### config.mk
export PLATFORM = sky130hd
export DESIGN_NAME = i2c_master_bit_engine
export DESIGN_NICKNAME = d
export VERILOG_FILES = /design/src/sv/i2cm_pkg.sv /design/src/sv/i2c_master_bit_engine.sv
export VERILOG_INCLUDE_DIRS = /design/src /design/src/sv
export SDC_FILE = /design/constraint.sdc
export NUM_CORES = 1
export LEC_CHECK = 0
export BUFFER_PORTS_ARGS = -buffer_cell sky130_fd_sc_hd__clkbuf_2
export CAP_MARGIN = 40
export CORE_MARGIN = 10
export CORE_UTILIZATION = 55
export CTS_BUF_LIST = sky130_fd_sc_hd__clkbuf_4
export DETAILED_ROUTE_END_ITERATION = 12
export PLACE_DENSITY = 0.8
export RECOVER_POWER = 50
export SLEW_MARGIN = 20
export SYNTH_ARGS = -nofsm -noshare
export SYNTH_HDL_FRONTEND = slang
export SYNTH_SLANG_ARGS = --single-unit
### constraint.sdc
create_clock -name clk_i -period 15.06 [get_ports clk_i]
set_input_delay 1.506 -clock clk_i [delete_from_list [all_inputs] [get_ports clk_i]]
set_output_delay 1.506 -clock clk_i [all_outputs]
set_load 0.03 [all_outputs]
### src/sv/i2c_master_bit_engine_assert.svh
// assertion macros for the i2c master bit engine
`ifndef I2C_MASTER_BIT_ENGINE_ASSERT_SVH
`define I2C_MASTER_BIT_ENGINE_ASSERT_SVH
`ifndef ASSERT_OFF
`define ASSERT_CLK(name, clk, rstn, prop) \
  name: assert property (@(posedge clk) disable iff (!rstn) prop) \
    else $error("i2c bit engine assertion failed");
`define ASSERT_NEVER(name, clk, rstn, expr) \
  name: assert property (@(posedge clk) disable iff (!rstn) !(expr)) \
    else $error("i2c bit engine forbidden condition");
`else
`define ASSERT_CLK(name, clk, rstn, prop)
`define ASSERT_NEVER(name, clk, rstn, expr)
`endif
`endif

### src/sv/i2cm_pkg.sv
// types, constants and pin sequence functions of the i2c master bit engine
package i2cm_pkg;

  typedef enum logic [2:0] {
    CMD_START = 3'd0,
    CMD_STOP  = 3'd1,
    CMD_WRITE = 3'd2,
    CMD_READ  = 3'd3,
    CMD_RDACK = 3'd4,
    CMD_ACK   = 3'd5,
    CMD_NACK  = 3'd6
  } cmd_e;

  typedef enum logic [1:0] {
    STATUS_OK         = 2'd0,
    STATUS_START_FAIL = 2'd1,
    STATUS_NACK       = 2'd2
  } status_e;

  localparam logic [15:0] HALF_PERIOD_RESET = 16'd50;
  localparam logic [4:0]  READ_LAST_PHASE   = 5'd15;
  localparam logic [4:0]  WRITE_BIT_PHASES  = 5'd24;

  typedef struct packed {
    logic       cmd_valid;
    logic [2:0] cmd;
    logic [7:0] write_byte;
    logic       sda_level;
  } in_item_t;

  typedef struct packed {
    logic       scl_drive;
    logic       sda_drive;
    logic       busy_res;
    logic       done_res;
    logic [7:0] read_byte;
    logic [1:0] status;
  } out_item_t;

  typedef struct packed {
    logic scl;
    logic sda;
  } pins_t;

  function automatic logic [4:0] phase_count(cmd_e c);
    logic [4:0] n;
    case (c)
      CMD_START: n = 5'd3;
      CMD_STOP:  n = 5'd4;
      CMD_WRITE: n = 5'd25;
      CMD_READ:  n = 5'd16;
      CMD_RDACK: n = 5'd3;
      CMD_ACK:   n = 5'd4;
      CMD_NACK:  n = 5'd4;
      default:   n = 5'd3;
    endcase
    return n;
  endfunction

  // pin change made when phase p of command c begins
  function automatic pins_t apply_pins(cmd_e c, logic [4:0] p, pins_t cur, logic [7:0] tx);
    pins_t      r;
    logic [8:0] prod;
    logic [2:0] bit_q;
    logic [4:0] sub;
    r     = cur;
    // p / 3 for p below 24 via multiply by 11 and shift
    prod  = 9'(p) * 9'd11;
    bit_q = prod[7:5];
    sub   = p - (5'({bit_q, 1'b0}) + 5'(bit_q));
    case (c)
      CMD_START: begin
        if (p == 5'd0) begin
          r.scl = 1'b1;
          r.sda = 1'b1;
        end else if (p == 5'd1) begin
          r.sda = 1'b0;
        end else begin
          r.scl = 1'b0;
        end
      end
      CMD_STOP: begin
        if (p == 5'd0) r.scl = 1'b0;
        else if (p == 5'd1) r.sda = 1'b0;
        else if (p == 5'd2) r.scl = 1'b1;
        else r.sda = 1'b1;
      end
      CMD_WRITE: begin
        if (p >= WRITE_BIT_PHASES) begin
          r.scl = 1'b0;
        end else if (sub == 5'd0) begin
          r.scl = 1'b0;
        end else if (sub == 5'd1) begin
          r.sda = tx[3'd7 - bit_q];
        end else begin
          r.scl = 1'b1;
        end
      end
      CMD_READ: begin
        if (!p[0]) begin
          if (p == 5'd0) r.sda = 1'b1;
          r.scl = 1'b0;
        end else begin
          r.scl = 1'b1;
        end
      end
      CMD_RDACK: r.scl = (p == 5'd1);
      CMD_ACK, CMD_NACK: begin
        if (p == 5'd0) r.scl = 1'b0;
        else if (p == 5'd1) r.sda = (c == CMD_NACK);
        else if (p == 5'd2) r.scl = 1'b1;
        else r.scl = 1'b0;
      end
      default: r = cur;
    endcase
    return r;
  endfunction

endpackage

### src/sv/i2c_master_bit_engine.sv
// i2c master bit engine: tick-driven command sequencer with skid-buffered result channel
//
// Usage: every accepted input item is one bus timing tick. It may carry a command
// (start, stop, write byte, read byte, read ack, send ack, send nack), the byte to
// write and the sampled SDA level. Each tick produces exactly one result item with
// the SCL and SDA drive levels, busy and done flags, the read shift register and
// the status code.
// The input channel takes an item on a clock edge with in_valid_i high and
// in_stall_o low; the result channel hands one over with out_valid_o high and
// out_stall_i low. The configuration channel writes the half period in ticks
// whenever cfg_valid_i is high; cfg_ready_o is always high.
// The result of an accepted item is registered in the output register, or in the skid
// register while the receiver stalls. Throughput: one item per cycle while in_stall_o
// is low, set by the combinational state update between the state and output registers.
// When the receiver stalls, a second result register holds one more item; only
// once both are full does in_stall_o rise, and it falls after one is taken.
// Reset clears the sequencer to idle with both pins released, the half period to
// 50 ticks and both result registers to empty.
`include "i2c_master_bit_engine_assert.svh"

module i2c_master_bit_engine (
  input  logic                 clk_i,
  input  logic                 rst_ni,
  input  logic                 in_valid_i,
  output logic                 in_stall_o,
  input  i2cm_pkg::in_item_t   in_item_i,
  output logic                 out_valid_o,
  input  logic                 out_stall_i,
  output i2cm_pkg::out_item_t  out_item_o,
  input  logic                 cfg_valid_i,
  output logic                 cfg_ready_o,
  input  logic [15:0]          cfg_data_i
);

  logic [15:0]          half_q;
  i2cm_pkg::cmd_e       cmd_q, cmd_d;
  logic [4:0]           phase_q, phase_d;
  logic [15:0]          wait_q, wait_d;
  logic [7:0]           shift_q, shift_d;
  logic [7:0]           tx_q, tx_d;
  logic                 busy_q, busy_d;
  i2cm_pkg::pins_t      pins_q, pins_d;
  logic [1:0]           status_q, status_d;
  logic                 done;

  logic                 accept;
  logic [15:0]          reload;
  logic [15:0]          wait_dec;
  logic [4:0]           phase_nx;
  logic                 finish;
  i2cm_pkg::out_item_t  res;

  logic                 out_v_q, out_v_d;
  logic                 skid_v_q, skid_v_d;
  i2cm_pkg::out_item_t  out_q, out_d;
  i2cm_pkg::out_item_t  skid_q, skid_d;

  assign cfg_ready_o = 1'b1;
  assign in_stall_o  = skid_v_q;
  assign accept      = in_valid_i && !skid_v_q;
  assign reload      = (half_q == 16'd0) ? 16'd1 : half_q;
  assign wait_dec    = (wait_q != 16'd0) ? (wait_q - 16'd1) : wait_q;
  assign phase_nx    = phase_q + 5'd1;

  always_comb begin
    cmd_d    = cmd_q;
    phase_d  = phase_q;
    wait_d   = wait_q;
    shift_d  = shift_q;
    tx_d     = tx_q;
    busy_d   = busy_q;
    pins_d   = pins_q;
    status_d = status_q;
    done     = 1'b0;
    finish   = 1'b0;
    if (busy_q) begin
      wait_d = wait_dec;
      if (wait_dec == 16'd0) begin
        if (cmd_q == i2cm_pkg::CMD_START) begin
          if ((phase_q == 5'd0 && !in_item_i.sda_level) ||
              (phase_q == 5'd1 && in_item_i.sda_level)) begin
            status_d = i2cm_pkg::STATUS_START_FAIL;
            finish   = 1'b1;
          end
        end else if (cmd_q == i2cm_pkg::CMD_READ && phase_q[0]) begin
          shift_d = {shift_q[6:0], in_item_i.sda_level};
          if (phase_q == i2cm_pkg::READ_LAST_PHASE) begin
            pins_d.scl = 1'b0;
            finish     = 1'b1;
          end
        end else if (cmd_q == i2cm_pkg::CMD_RDACK && phase_q == 5'd1) begin
          if (in_item_i.sda_level) status_d = i2cm_pkg::STATUS_NACK;
        end
        if (phase_nx >= i2cm_pkg::phase_count(cmd_q)) finish = 1'b1;
        if (finish) begin
          busy_d  = 1'b0;
          done    = 1'b1;
          phase_d = 5'd0;
          wait_d  = 16'd0;
        end else begin
          phase_d = phase_nx;
          pins_d  = i2cm_pkg::apply_pins(cmd_q, phase_nx, pins_q, tx_q);
          wait_d  = reload;
        end
      end
    end else if (in_item_i.cmd_valid && in_item_i.cmd <= i2cm_pkg::CMD_NACK) begin
      cmd_d    = i2cm_pkg::cmd_e'(in_item_i.cmd);
      phase_d  = 5'd0;
      status_d = i2cm_pkg::STATUS_OK;
      busy_d   = 1'b1;
      if (in_item_i.cmd == i2cm_pkg::CMD_WRITE) tx_d = in_item_i.write_byte;
      if (in_item_i.cmd == i2cm_pkg::CMD_READ) shift_d = 8'd0;
      pins_d = i2cm_pkg::apply_pins(cmd_d, 5'd0, pins_q,
                                    (in_item_i.cmd == i2cm_pkg::CMD_WRITE) ?
                                    in_item_i.write_byte : tx_q);
      wait_d = reload;
    end
  end

  always_comb begin
    res.scl_drive = pins_d.scl;
    res.sda_drive = pins_d.sda;
    res.busy_res  = busy_d;
    res.done_res  = done;
    res.read_byte = shift_d;
    res.status    = status_d;
  end

  always_ff @(posedge clk_i or negedge rst_ni) begin
    if (!rst_ni) begin
      half_q   <= i2cm_pkg::HALF_PERIOD_RESET;
      cmd_q    <= i2cm_pkg::CMD_START;
      phase_q  <= 5'd0;
      wait_q   <= 16'd0;
      shift_q  <= 8'd0;
      tx_q     <= 8'd0;
      busy_q   <= 1'b0;
      pins_q   <= '{scl: 1'b1, sda: 1'b1};
      status_q <= i2cm_pkg::STATUS_OK;
    end else begin
      if (cfg_valid_i) half_q <= cfg_data_i;
      if (accept) begin
        cmd_q    <= cmd_d;
        phase_q  <= phase_d;
        wait_q   <= wait_d;
        shift_q  <= shift_d;
        tx_q     <= tx_d;
        busy_q   <= busy_d;
        pins_q   <= pins_d;
        status_q <= status_d;
      end
    end
  end

  // output register plus skid register
  always_comb begin
    out_v_d  = out_v_q;
    skid_v_d = skid_v_q;
    out_d    = out_q;
    skid_d   = skid_q;
    if (!out_v_q || !out_stall_i) begin
      if (skid_v_q) begin
        out_d    = skid_q;
        out_v_d  = 1'b1;
        skid_v_d = 1'b0;
      end else begin
        out_d   = res;
        out_v_d = accept;
      end
    end else if (accept) begin
      skid_d   = res;
      skid_v_d = 1'b1;
    end
  end

  always_ff @(posedge clk_i or negedge rst_ni) begin
    if (!rst_ni) begin
      out_v_q  <= 1'b0;
      skid_v_q <= 1'b0;
    end else begin
      out_v_q  <= out_v_d;
      skid_v_q <= skid_v_d;
    end
  end

  always_ff @(posedge clk_i) begin
    out_q  <= out_d;
    skid_q <= skid_d;
  end

  assign out_valid_o = out_v_q;
  assign out_item_o  = out_q;

  `ASSERT_CLK(a_skid_behind_out, clk_i, rst_ni, skid_v_q |-> out_v_q)
  `ASSERT_CLK(a_idle_no_wait, clk_i, rst_ni, !busy_q |-> (wait_q == 16'd0))
  `ASSERT_NEVER(a_phase_range, clk_i, rst_ni, busy_q && (phase_q >= i2cm_pkg::phase_count(cmd_q)))
  `ASSERT_CLK(a_finish_releases, clk_i, rst_ni, (accept && busy_q && !busy_d) |=> (phase_q == 5'd0))

endmodule
## Yosys cells after proc, flatten, opt, wreduce, memory -nomap -nowiden

Cells that the tools add are included.

| cells by class | value |
|---|---|
| add/subtract/negate cells | 5 |
| magnitude comparators | 4 |
| bitwise logic cells | 2 |
| multiplexer cells | 81 |
| multipliers | 1 |
| reduce and logical (&&, ||, !) cells | 31 |
| eq/ne operators | 18 |

Operators with widths:

| cell | number |
|---|---|
| 2-to-1 mux 16 bit | 6 |
| 2-to-1 mux 8 bit | 6 |
| 2-to-1 mux 1 bit | 44 |
| zero test 16 bit | 2 |
| 2-to-1 mux 5 bit | 6 |
| 2-to-1 mux 2 bit | 13 |
| equality test 3 bit, second input constant | 6 |
| nonzero test 16 bit | 1 |
| subtractor 16 x 1 -> 16 bit, second input constant | 1 |
| equality test 5 x 1 -> 1 bit, second input constant | 3 |
| zero test 5 bit | 3 |
| one-hot mux 5 bit (3 select lines) | 1 |
| 2-to-1 mux 14 bit | 1 |
| equality test 3 x 2 -> 1 bit, second input constant | 4 |
| multiplier 5 x 4 -> 8 bit, second input constant | 1 |
| equality test 3 x 1 -> 1 bit, second input constant | 2 |
| logical AND 1 bit | 6 |
| zero test 3 bit | 2 |
| one-hot mux 1 bit (6 select lines) | 1 |
| AND reduction 3 bit | 2 |
| OR reduction 6 bit | 1 |
| adder 4 x 3 -> 5 bit | 1 |
| adder 5 x 1 -> 5 bit, second input constant | 1 |
| equality test 5 x 2 -> 1 bit, second input constant | 1 |
| 19 further kinds | 27 |

| storage, ports and cells | value |
|---|---|
| register bits after elaboration | 91 |
| input bits | 34 |
| output and inout port bits | 17 |

## Logic depth before layout (Yosys ltp)

| logic depth | value |
|---|---|
| depth in word-level cells | 13 |
| gate-level depth with buffers | 24 |

## Worst setup path after synthesis

OpenSTA, ideal clock, no wires.

| timing | value |
|---|---|
| path kind | register -> register |
| start | reg phase_q[0] |
| end | reg out_q (netlist bit out_item_o[12]) (data pin) |
| data arrival time | 5.928 ns |
| path slack | 8.872 ns |
| stages on the path, launching flop included | 25 |
| required time | 14.800 ns |
| cell sequence | dfrtp_1 -> ha_1 -> buf_1 -> and3_1 -> ha_1 -> clkbuf_1 -> inv_1 -> ha_1 -> ha_1 -> ha_1 -> a21boi_0 -> o211a_1 -> a2111oi_0 -> inv_1 -> fa_1 -> inv_1 -> ha_1 -> nand2b_1 -> a21boi_0 -> o211ai_1 -> nor3_1 -> or3_1 -> nand4b_1 -> o21a_1 -> mux2_4 |

RTL lines:

| what | RTL line | source |
|---|---|---|
| start, declared | i2c_master_bit_engine.sv:37 | `logic [4:0] phase_q, phase_d;` |
| start signal, assigned | i2c_master_bit_engine.sv:144 | `phase_q <= phase_d;` |
| end signal, assigned | i2c_master_bit_engine.sv:187 | `out_q <= out_d;` |
| end, declared | i2c_master_bit_engine.sv:55 | `i2cm_pkg::out_item_t out_q, out_d;` |

==> key figures <==
Status
  – Status: complete, but fails checks
  – Failing checks: capacitance limit, slew limit

Synth
  – Mapped Cells: around 610
  – Sequential fraction of the synthesis area: 0.404
  – Synthesized cell area: 0.00599 mm^2
  – Syn_area_per_cell: about 9.9 um^2
  – Yosys reg bits: 91
  – Post-synth EDFFs: 28
  – Netlist cell types: between 80 and 90
  – Synthesis Warnings: 0
  – Post-Syn Nets: around 670
  – Top_reg_cell synth: dfrtp_1
  – Async S/R FF share, synth: 0.692

Floorplanning
  – Total core area: approximately 0.011 mm^2
  – Die W: around 120 um
  – # IOs: between 50 and 60
  – Starting density of the core: 0.558
  – Die area: between 0.015 and 0.02 mm^2
  – Die height: 124 um
  – Rows: 38

STA
  – Max Freq: 142 MHz
  – Final period util: 0.467
  – # setup viols final: 0
  – Min Tclk post-route: between 7 and 8 ns
  – Setup TNS: 0 ns
  – Unrepaired setup endpoints after global routing: no
  – Fin. Hold Viols: 0
  – Tightest Pin Transition: around 3 ns
  – Max_slew headroom: -0.990
  – Final Slew Violations: 55
  – Setup Skew: approximately 0.012 ns

CTS
  – CTS hold repair buffers: 0
  – H-tree Lvls: 3
  – Clk pin slew, worst setup/hold paths: approximately 0.14 ns
  – Worst skew pair latency: between 0.4 and 0.5 ns
  – Cts repair resizes: 0
  – Total CTS buffers: 9
  – Post-CTS Setup Inserts: 0
  – Sink Count: between 90 and 100
  – Root Buffer: clkbuf_4
  – CTS tree: done
  – CTS max path bufs: 2

Critical path
  – R2R cell count: 24
  – Worst EP arrival: 7.25 ns
  – Crit-path max FO: 12
  – CP Launch Type: register
  – Critical path class: register to register
  – Worst path required time: about 15 ns
  – Worst Setup End Kind: register

Min path
  – Cell count of the worst hold path: 1
  – Hold crit path type: register to register

Global routing
  – Initial antenna violation count: 0
  – Vias in the first global route: between 4000 and 5000
  – Gr ovfl total: 0
  – First-pass GRT wire length: between 20 and 25 mm
  – GRT Total Usage: 0.182
  – Largest net degree at the start of global routing: between 60 and 70

Detailed routing
  – Drt drc: 0
  – First DRT Iteration DRCs: just over 400
  – Wire per inst: roughly 18 um
  – Routed wire length: about 14 mm
  – Post-DRT Antenna Nets: 0
  – Initial DRT Pass Iterations: 5
  – Vias per cell: between 6 and 7
  – DR vias: 4910

Placement
  – Gpl congestion: 0.888
  – Detailed Place HPWL: between 10 and 15 mm
  – # port buffers: 49
  – Placed cell count: ~770

Pwr
  – Peak VDD IR: 83.7 uV
  – Switching Power: around 290 uW
  – Pwr dens: between 100 and 150 mW/mm^2
  – Switching part of the total: 0.399
  – Reg power frac: 0.477
  – Combinational Power Share: 0.356
  – Clock network power share: 0.167
  – Lkg Pwr: 0.00279 uW
  – Pint: roughly 440 uW

Final layout
  – Filler instances: ~950
  – Post-Layout Cell Count: a little under 800
  – P&R area growth vs syn: 6.77%
  – Layout cells sized above 1: 0.212
  – Nets@finish: 704
  – Diode count: 0

Flow run
  – Number of max-cap violations: 1
==> cells by family after synthesis <==
family / share of synthesized area
buffers and inverters: 0.0532
adder cells (fa/ha/maj): 0.0706
XOR/XNOR: 0.0205
other: 0.000626
AND/OR/NAND/NOR: 0.181
AO/OA/AOI/OAI: 0.171
flip-flops: 0.404
multiplexers: 0.0986
==> per-layer routing <==
metal,GRT usage,part of all wire,up-vias
met5,0,0,-
met4,0.0576,0.014,0
met3,0.0409,0.063,17
met2,0.292,0.46,196
met1,0.239,0.46,2399
li1,-,-,2298
==> sequential cells by signal (all words and copies together) (netlist names), 3 cells and up <==
| name | count |
|---|---|
| tx_q | 8 |
| shift_q | 8 |
| cmd_q | 3 |
| skid_q | 14 |
| out_item_o | 14 |
| wait_q | 16 |
| phase_q | 5 |
| half_q | 16 |
==> cell usage after synthesis (7+ instances only) <==
cell,number,area share
dfrtp_1,58,0.24
nand2_1,57,0.036
nor2_1,43,0.027
mux2_2,40,0.075
inv_1,37,0.023
ha_1,29,0.061
edfxtp_1,28,0.14
o21ai_0,24,0.020
clkbuf_1,23,0.014
a21oi_1,20,0.017
nor3_1,14,0.012
a22oi_1,12,0.015
a31oi_1,12,0.013
mux2i_1,11,0.018
nor4_1,10,0.010
nand2b_1,9,0.0094
nand3_1,9,0.0075
nand4_1,8,0.0084
xor2_1,8,0.012
nor3b_1,7,0.0088
==> final cells by class <==
cell class	instances	area (um^2)	area share
Clock buffer	10	75.1	0.0117
Clock inverter	6	41.3	0.00645
Sequential cell	91	2420	0.379
Timing Repair Buffer	57	290	0.0454
Multi-Input combinational cell	441	3250	0.508
Inverter	38	143	0.0223
Tap cell	140	175	0.0274
==> per-stage QoR <==
stage	power, uW	hold WS (ns)	setup WS [ns]	instance area [um^2]	util
after floorplan	539	0.472	8.87	5990	-
after global placement	595	0.489	8.31	6270	0.583
after detailed placement	606	0.495	7.81	6280	0.584
after CTS	727	0.527	7.80	6390	0.595
after global routing	777	0.546	7.65	6400	0.595
final	728	0.523	8.03	6400	0.595
==> critical path: stages, from the launching register on <==
cell and delay (ns):
dfrtp_1 0.58, nand3_1 0.20, xor2_1 0.73, inv_1 0.29, ha_1 0.36, inv_1 0.05, fa_1 0.49, inv_1 0.05
ha_1 0.31, a21oi_1 0.23, a21boi_0 0.21, o211a_1 0.25, a2111oi_0 0.56, inv_1 0.17, fa_1 0.53, inv_1 0.04
ha_1 0.31, nand2b_1 0.15, a21boi_0 0.26, o211ai_1 0.16, nor3_1 0.15, or3_1 0.13, nand4b_1 0.12, o21a_1 0.21
mux2_4 0.25
==> power by group through the flow <==
stage	Sequential (uW)	Combinational, uW	Clock [uW]
floorplan	325	214	0
global placement	348	246	0
CTS	345	257	125
finish	347	259	122
detailed placement	350	256	0
global route	355	286	136
==> path summary, 6_finish.rpt <==
path                             endpoint        from  slack [ns]
setup reg to reg           out_item_o[12]  phase_q[2]        8.03
hold reg to reg                   tx_q[2]     tx_q[2]        0.52
max in group asynchronous     out_valid_o      rst_ni       10.83
min in group asynchronous      wait_q[11]      rst_ni        1.04
setup / recovery           out_item_o[12]  phase_q[2]        8.03
hold / removal                    tx_q[2]     tx_q[2]        0.52
==> cell usage in the layout (no fill, tap or decap), types with 4 or more instances in the layout <==
cell      instances
or2_2             4
mux2_2           40
a31oi_1          12
a222oi_1          5
mux2i_1          11
o21a_1            5
nor3b_1           7
dfstp_2           5
nand4_1           8
a21boi_0          5
xnor2_1           6
nand2b_1          9
a21o_1            5
clkbuf_1          4
a22oi_1          12
o21ai_0          24
edfxtp_1         28
nor2_1           43
or3_1             4
nand3_1           9
nor4_1           10
a21oi_1          20
nand2_1          57
inv_1            37
a41oi_1           4
clkbuf_2         48
clkbuf_4         10
o21ai_1           6
buf_4             4
xor2_1            8
nor3_1           14
ha_1             29
or4_1             5
nor2b_1           5
dfrtp_1          58
No activity file was read; power rests on OpenSTA's default activity.
